File: config.mk
export PLATFORM = sky130hd
export DESIGN_NAME = section_time_profiler
export DESIGN_NICKNAME = d
export VERILOG_FILES = /design/src/sv/spt_pkg.sv /design/src/sv/section_time_profiler.sv /design/src/sv/spt_ctrl.sv /design/src/sv/spt_datapath.sv
export SDC_FILE = /design/constraint.sdc
export NUM_CORES = 1
export LEC_CHECK = 0
export BUFFER_PORTS_ARGS = -buffer_cell sky130_fd_sc_hd__buf_2
export CAP_MARGIN = 20
export CORE_MARGIN = 2
export CORE_UTILIZATION = 56
export DETAILED_ROUTE_END_ITERATION = 8
export PLACE_DENSITY = 0.81
export SYNTH_ARGS = -nofsm -noshare
export SYNTH_HDL_FRONTEND = slang
export SYNTH_HIERARCHICAL = 1
export SYNTH_SLANG_ARGS = --single-unit
export TNS_END_PERCENT = 1
File: constraint.sdc
create_clock -name i_clk -period 7.2 [get_ports i_clk]
set_clock_uncertainty 0.2 [all_clocks]
set_input_delay 1.44 -clock i_clk [delete_from_list [all_inputs] [get_ports i_clk]]
set_output_delay 1.44 -clock i_clk [all_outputs]
set_load 0.05 [all_outputs]
File: src/sv/spt_pkg.sv
// Shared types and opcodes for the section time profiler.
`timescale 1ns / 1ps

package spt_pkg;

    // Opcodes carried in the input beat
    localparam logic [1:0] OP_MARK  = 2'd0;
    localparam logic [1:0] OP_FINAL = 2'd1;
    localparam logic [1:0] OP_CLEAR = 2'd2;
    localparam logic [1:0] OP_READ  = 2'd3;

    typedef struct packed {
        logic [1:0]  opcode;
        logic [31:0] timestamp;
        logic [3:0]  read_index;
    } t_in_beat;

    typedef struct packed {
        logic        ok;
        logic [31:0] bin_value;
        logic [31:0] total_ticks;
        logic [3:0]  highest_bin;
        logic [4:0]  current_bin;
    } t_out_beat;

    typedef enum logic {
        S_IDLE,
        S_EXEC
    } t_state;

    // Controller to datapath commands
    typedef struct packed {
        logic load;     // latch input beat, launch bin read
        logic commit;   // update state, load output register
    } t_cmd;

endpackage

File: src/sv/section_time_profiler.sv
// Section time profiler top level: controller plus datapath.
// An accepted item is latched and its bin read (idle state), then committed
// to the output register (execute state), which waits while a finished
// result beat is held by backpressure; only one item is in flight at a time.
// Reset (i_rst_n, synchronous, active low) zeroes bins, total, reference time
// and both indices, and empties the output register.
`timescale 1ns / 1ps

module section_time_profiler #(
    parameter int NUM_BINS = 16     // 1 .. 16
) (
    input  logic               i_clk,
    input  logic               i_rst_n,
    // input channel
    input  logic               i_in_valid,
    output logic               o_in_ready,
    input  spt_pkg::t_in_beat  i_in_beat,
    // result channel
    output logic               o_out_valid,
    input  logic               i_out_ready,
    output spt_pkg::t_out_beat o_out_beat
);

    // load:   beat accepted, item latched, bin addressed by the mark index
    //         (or read_index for reads) is read into a register
    // commit: state updated and result placed in the output register; waits
    //         while the previous result beat is still held downstream
    spt_pkg::t_cmd cmd;

    spt_ctrl u_ctrl (
        .i_clk       (i_clk),
        .i_rst_n     (i_rst_n),
        .i_in_valid  (i_in_valid),
        .o_in_ready  (o_in_ready),
        .o_out_valid (o_out_valid),
        .i_out_ready (i_out_ready),
        .o_cmd       (cmd)
    );

    // Bins live in a single-write, registered-read memory. A per-bin valid
    // bit is cleared all at once by reset or a clear item, so a bin that was
    // not written since reads as zero.
    spt_datapath #(
        .NUM_BINS (NUM_BINS)
    ) u_datapath (
        .i_clk      (i_clk),
        .i_rst_n    (i_rst_n),
        .i_cmd      (cmd),
        .i_in_beat  (i_in_beat),
        .o_out_beat (o_out_beat)
    );

`ifndef SYNTHESIS
    // one item in flight: no new accept in the cycle after a load
    a_single_item: assert property (@(posedge i_clk) disable iff (!i_rst_n)
        cmd.load |=> !o_in_ready)
        else $error("input accepted while an item is in flight");

    // a commit always presents a result beat
    a_commit_valid: assert property (@(posedge i_clk) disable iff (!i_rst_n)
        cmd.commit |=> o_out_valid)
        else $error("commit without result beat");

    // load and commit never coincide
    a_cmd_exclusive: assert property (@(posedge i_clk) disable iff (!i_rst_n)
        !(cmd.load && cmd.commit))
        else $error("load and commit in the same cycle");
`endif

endmodule

File: src/sv/spt_ctrl.sv
// Controller FSM: input handshake, execute sequencing and output valid.
`timescale 1ns / 1ps

module spt_ctrl (
    input  logic          i_clk,
    input  logic          i_rst_n,
    input  logic          i_in_valid,
    output logic          o_in_ready,
    output logic          o_out_valid,
    input  logic          i_out_ready,
    output spt_pkg::t_cmd o_cmd
);

    spt_pkg::t_state r_state, n_state;
    logic            r_out_valid, n_out_valid;

    always_ff @(posedge i_clk) begin
        if (!i_rst_n) begin
            r_state     <= spt_pkg::S_IDLE;
            r_out_valid <= 1'b0;
        end else begin
            r_state     <= n_state;
            r_out_valid <= n_out_valid;
        end
    end

    always_comb begin
        n_state      = r_state;
        o_cmd        = '0;
        o_in_ready   = 1'b0;
        n_out_valid  = r_out_valid && !i_out_ready;
        unique case (r_state)
            spt_pkg::S_IDLE: begin
                o_in_ready = 1'b1;
                if (i_in_valid) begin
                    o_cmd.load = 1'b1;
                    n_state    = spt_pkg::S_EXEC;
                end
            end
            spt_pkg::S_EXEC: begin
                // wait for the output register to be free
                if (!r_out_valid || i_out_ready) begin
                    o_cmd.commit = 1'b1;
                    n_out_valid  = 1'b1;
                    n_state      = spt_pkg::S_IDLE;
                end
            end
            default: begin
                n_state = spt_pkg::S_IDLE;
            end
        endcase
    end

    assign o_out_valid = r_out_valid;

endmodule

File: src/sv/spt_datapath.sv
// Datapath: bin memory, totals, section indices and output register.
`timescale 1ns / 1ps

module spt_datapath #(
    parameter int NUM_BINS = 16
) (
    input  logic               i_clk,
    input  logic               i_rst_n,
    input  spt_pkg::t_cmd      i_cmd,
    input  spt_pkg::t_in_beat  i_in_beat,
    output spt_pkg::t_out_beat o_out_beat
);

    localparam int AW = (NUM_BINS > 1) ? $clog2(NUM_BINS) : 1;
    localparam int IW = $clog2(NUM_BINS + 1);

    // bin storage; r_valid marks entries written since the last clear
    logic [31:0]         r_mem [NUM_BINS];
    logic [NUM_BINS-1:0] r_valid;

    // latched item
    logic [1:0]  r_op;
    logic [31:0] r_ts;
    logic        r_in_range;
    logic [31:0] r_rdata;
    logic        r_rd_valid;

    // profile state
    logic [31:0]   r_total, n_total;
    logic [31:0]   r_last, n_last;
    logic [IW-1:0] r_index, n_index;
    logic [AW-1:0] r_highest, n_highest;

    spt_pkg::t_out_beat r_out, n_out;

    logic [AW+3:0] ridx_ext;
    logic [AW-1:0] rd_addr;
    logic [AW-1:0] wr_addr;
    logic          is_mark;
    logic          full;
    logic          do_write;
    logic [31:0]   bin_old;
    logic [31:0]   diff;
    logic [31:0]   sum;
    logic [IW+4:0] index_ext;
    logic [AW+3:0] highest_ext;

    assign ridx_ext = (AW + 4)'(i_in_beat.read_index);
    assign rd_addr  = (i_in_beat.opcode == spt_pkg::OP_READ) ? ridx_ext[AW-1:0]
                                                             : r_index[AW-1:0];
    assign wr_addr  = r_index[AW-1:0];

    // item latch and registered bin read
    always_ff @(posedge i_clk) begin
        if (i_cmd.load) begin
            r_op       <= i_in_beat.opcode;
            r_ts       <= i_in_beat.timestamp;
            r_in_range <= (32'(i_in_beat.read_index) < 32'(NUM_BINS));
            r_rdata    <= r_mem[rd_addr];
            r_rd_valid <= r_valid[rd_addr];
        end
    end

    always_ff @(posedge i_clk) begin
        if (do_write) begin
            r_mem[wr_addr] <= sum;
        end
    end

    assign is_mark  = (r_op == spt_pkg::OP_MARK) || (r_op == spt_pkg::OP_FINAL);
    assign full     = (r_index == IW'(NUM_BINS));
    assign do_write = i_cmd.commit && is_mark && !full;
    assign bin_old  = r_rd_valid ? r_rdata : 32'd0;
    assign diff     = r_ts - r_last;
    assign sum      = bin_old + diff;

    always_comb begin
        n_total      = r_total;
        n_last       = r_last;
        n_index      = r_index;
        n_highest    = r_highest;
        n_out.ok        = 1'b1;
        n_out.bin_value = 32'd0;
        unique case (r_op) inside
            spt_pkg::OP_MARK, spt_pkg::OP_FINAL: begin
                if (full) begin
                    n_out.ok = 1'b0;
                end else begin
                    n_out.bin_value = sum;
                    n_total         = r_total + diff;
                    n_last          = r_ts;
                    n_index         = r_index + IW'(1);
                end
                if (r_op == spt_pkg::OP_FINAL) begin
                    // close the pass: highest is the bin just updated, or the last bin if full
                    n_highest = full ? AW'(NUM_BINS - 1) : r_index[AW-1:0];
                    n_index   = '0;
                end
            end
            spt_pkg::OP_CLEAR: begin
                n_total   = 32'd0;
                n_last    = r_ts;
                n_index   = '0;
                n_highest = '0;
            end
            default: begin
                n_out.bin_value = r_in_range ? bin_old : 32'd0;
            end
        endcase
        index_ext         = (IW + 5)'(n_index);
        highest_ext       = (AW + 4)'(n_highest);
        n_out.total_ticks = n_total;
        n_out.highest_bin = highest_ext[3:0];
        n_out.current_bin = index_ext[4:0];
    end

    always_ff @(posedge i_clk) begin
        if (!i_rst_n) begin
            r_valid   <= '0;
            r_total   <= 32'd0;
            r_last    <= 32'd0;
            r_index   <= '0;
            r_highest <= '0;
        end else if (i_cmd.commit) begin
            r_total   <= n_total;
            r_last    <= n_last;
            r_index   <= n_index;
            r_highest <= n_highest;
            if (r_op == spt_pkg::OP_CLEAR) begin
                r_valid <= '0;
            end else if (do_write) begin
                r_valid[wr_addr] <= 1'b1;
            end
        end
    end

    always_ff @(posedge i_clk) begin
        if (i_cmd.commit) begin
            r_out <= n_out;
        end
    end

    assign o_out_beat = r_out;

endmodule

==> metrics <==
status=completed; clock latency on the worst-skew pair=a little over 0.6 ns; die area=61000 um^2; max_cap viols=0; synth warn=6; Peak Freq=~150 MHz; Crit Path Max Fanout=16; total wire length=around 85 mm; Setup-failing EPs final=0; Starting DRT DRC Count=2780; Cells after Synth=about 2300; worst path bufs/invs=2; post-synthesis register bit count=744; vias in the first global route=between 20000 and 25000; CTS Hold Bufs=0; required time of the critical path=7.23 ns; count of input and output buffers=117; Power Density=297 nW/um^2; Die H=around 250 um; Post-synth ARST share=0%; share of cells above drive strength 1=about a fifth; CP endpoint kind=flop; final period utilization=a little over nine tenths; VDD IR max=roughly 0.25 mV; Cell Rows=slightly below 90; Worst Hold Class=reg2reg; clock-pin slew on the worst setup and hold paths=0.06 ns; post-synth net total=between 2000 and 2500; Final nets=2534; final hold viol count=0; Die W=~250 um; WP data arrival=roughly 6.8 ns; top-area cell type share of the netlist area=around three fifths; largest net degree at the start of global routing=between 70 and 80; Inst Count DP=3077; hold_ws=0.258 ns; Total GRT Usage=around 28%; CTS tree=built; Clock Path Buffers=3; Initial Util=56.3%; via count=about 21000; post-DR wirelength/cell=26.5 um; cell area after synthesis=33100 um^2; worst flop-to-flop path endpoint=u_datapath/r_mem[9][29]; number of synthesized flops with an enable pin=between 600 and 700; final instance count without filler cells=between 3000 and 4000; Final min period=just under 7 ns; Slew Viols, Final=0; Worst Setup Path Type=reg2reg; Crit path max-delay family=compound AO/OA/AOI/OAI gates; Worst setup SP type=flop; Slowest cell on crit path=fa_1; most frequent cells in the layout=edfxtp_1, nand2_1, mux4_2; Hold EP=u_datapath/r_last[18]; area delta synth->final=12.8%; slew of the pin with the lowest slew margin=around 1.1 ns; internal reg-to-reg setup slack=0.43 ns; top_reg_cell synth=edfxtp_1; top cell type by total area after synthesis=edfxtp_1; static leakage=between 10 and 15 nW; clock buffer count from CTS=a little over 70; # IOs=roughly 120; Root Buffer=clkbuf_16; antenna violations before repair=0; worst stage delay on the critical path=0.40 ns; 1st-pass router iterations=6; hold path startpoint=u_datapath/r_last[18]; DP Wirelength=around 50 mm; drt drc=0; commonest non-fill, non-tap cell in the layout=edfxtp_1; most used cell, CP=a21oi_1; CTS Sinks=744; # diodes=0; Via density=6.54; Post-Syn Area per Cell=around 15 um^2; top cells by area, synth=edfxtp_1, mux4_2, dfxtp_1; total power=between 10 and 15 mW; global-route wire length before repair=126 mm; gr ovfl total=0; RSZ-0062 raised after global routing=no; core box area=just under 60000 um^2; cells on worst reg2reg path=27; reg2reg start=u_datapath/r_ts[0]; H-tree depth=3; Slew HR=about a quarter; Distinct cells, synth=a little over 80; Final ANT Viol Nets=0; Final GP Congestion=approximately 0.94; Hold Crit Depth=2; Seq/Total Area, Yosys=approximately 65%
[Yosys cell counts, types with 6 or more instances]
library cell    n
a211oi_1       39
a21o_1         43
a21oi_1       114
a22o_1         42
a22oi_1         8
a31oi_1        49
a32oi_1        11
a41oi_1         6
and2_1         71
and3_1         17
buf_1          21
clkbuf_1       91
dfxtp_1        91
edfxtp_1      653
ha_1           97
inv_1          68
mux2i_1        16
mux4_2        132
nand2_1       235
nand2b_1       12
nand3_1        19
nand4_1         8
nor2_1         87
nor2b_1        16
nor3_1         10
o211ai_1        9
o21a_1          9
o21ai_0        65
o21bai_1       11
o22ai_1         6
o31ai_1         7
xnor2_1        65
xor2_1         36
[power breakdown]
group,internal (mW),switching (mW),leakage (nW)
Clock,2.26,1.61,1.15
Combinational,0.643,1.31,5.41
Sequential,5.21,0.0603,6.69
Total,8.11,2.98,13.2
[worst reg2reg max path, cell delays in order (launching register included)]
cell and delay, ns:
edfxtp_1 0.38, inv_1 0.07, ha_1 0.14, inv_1 0.06
fa_1 0.40, a21o_1 0.20, a221o_1 0.40, a31oi_4 0.23
o21bai_1 0.08, a21oi_1 0.19, nor2b_1 0.07, o21a_1 0.18
o21ai_0 0.15, nand2_1 0.07, a21oi_1 0.17, xnor2_1 0.18
ha_1 0.33, a21oi_1 0.21, nand2_1 0.08, a211o_1 0.26
a31o_2 0.27, maj3_1 0.40, o211ai_1 0.36, o31ai_2 0.19
a31oi_4 0.31, nor2b_1 0.08, o32a_1 0.36, o221ai_1 0.40
[repair_timing]
item	in CTS	in global routing
setup endpoints to repair	16	66
setup buffers	0	0
gates resized for setup	1	6
[per-stage QoR]
stage / setup TNS, ns / util, % / instance area (um^2) / worst slack, ns
3_3_place_gp: 0 / 59.1 / 34700 / 0.329
5_1_grt: 0 / 63.5 / 37300 / 0.00434
6_report: 0 / 63.5 / 37300 / 0.428
4_1_cts: 0 / 63.2 / 37100 / 0.109
2_1_floorplan: 0 / - / 33100 / 1.07
3_5_place_dp: -0.100 / 59.1 / 34700 / -0.00669
[how the worst max path moves through the flow]
stage,from,endpoint,slack [ns],cells past startpoint
finish,u_datapath/r_ts[0],u_datapath/r_mem[9][29],0.43,27
global route,u_datapath/r_ts[0],u_datapath/r_mem[12][31],0.004,27
CTS,u_datapath/r_ts[0],u_datapath/o_out_beat[67],0.11,28
detailed placement,u_datapath/r_ts[0],u_datapath/r_mem[10][28],-0.007,28
global placement,u_datapath/r_ts[0],u_datapath/r_mem[15][28],0.33,28
floorplan,u_datapath/r_ts[0],u_datapath/r_mem[0][28],1.07,28
[cells by family (layout without fill, tap and decap cells)]
kind of cell / after synthesis / in the layout / synth area share (%)
buffers and inverters: 184 / 377 / 2.12
XOR/XNOR: 102 / 102 / 2.74
AND/OR/NAND/NOR: 499 / 499 / 7.00
multiplexers: 149 / 149 / 9.51
AO/OA/AOI/OAI: 475 / 475 / 9.90
flip-flops: 744 / 744 / 64.8
adder cells (fa/ha/maj): 101 / 101 / 3.88
[routing by layer]
layer  wire length (um)  up-vias  global-route usage [%]
met3               8990      204                    5.29
met2              42300     1396                    46.3
li1                   -     8971                       -
met4               2890        0                    11.8
met1              31200    10500                    36.3
met5                  0        -                       0
[layout make-up]
class | count | area (um^2)
Clock buffer | 88 | 1870
Clock inverter | 41 | 510
Fill cell | 3940 | 21400
Inverter | 69 | 259
Multi-Input combinational cell | 1326 | 11100
Sequential cell | 744 | 21400
Tap cell | 773 | 967
Timing Repair Buffer | 179 | 1130
[state kept, by name (all words and copies together) (netlist names), 2 cells and up]
name and flops:
u_datapath/r_last 32, u_datapath/r_ts 32, u_datapath/r_rdata 32, u_datapath/r_highest 4
u_datapath/r_total 32, u_datapath/r_index 5, u_datapath/r_mem 512, u_datapath/r_valid 16
u_datapath/o_out_beat 74, u_datapath/r_op 2
Note: power is estimated with default switching activity, not from simulation.
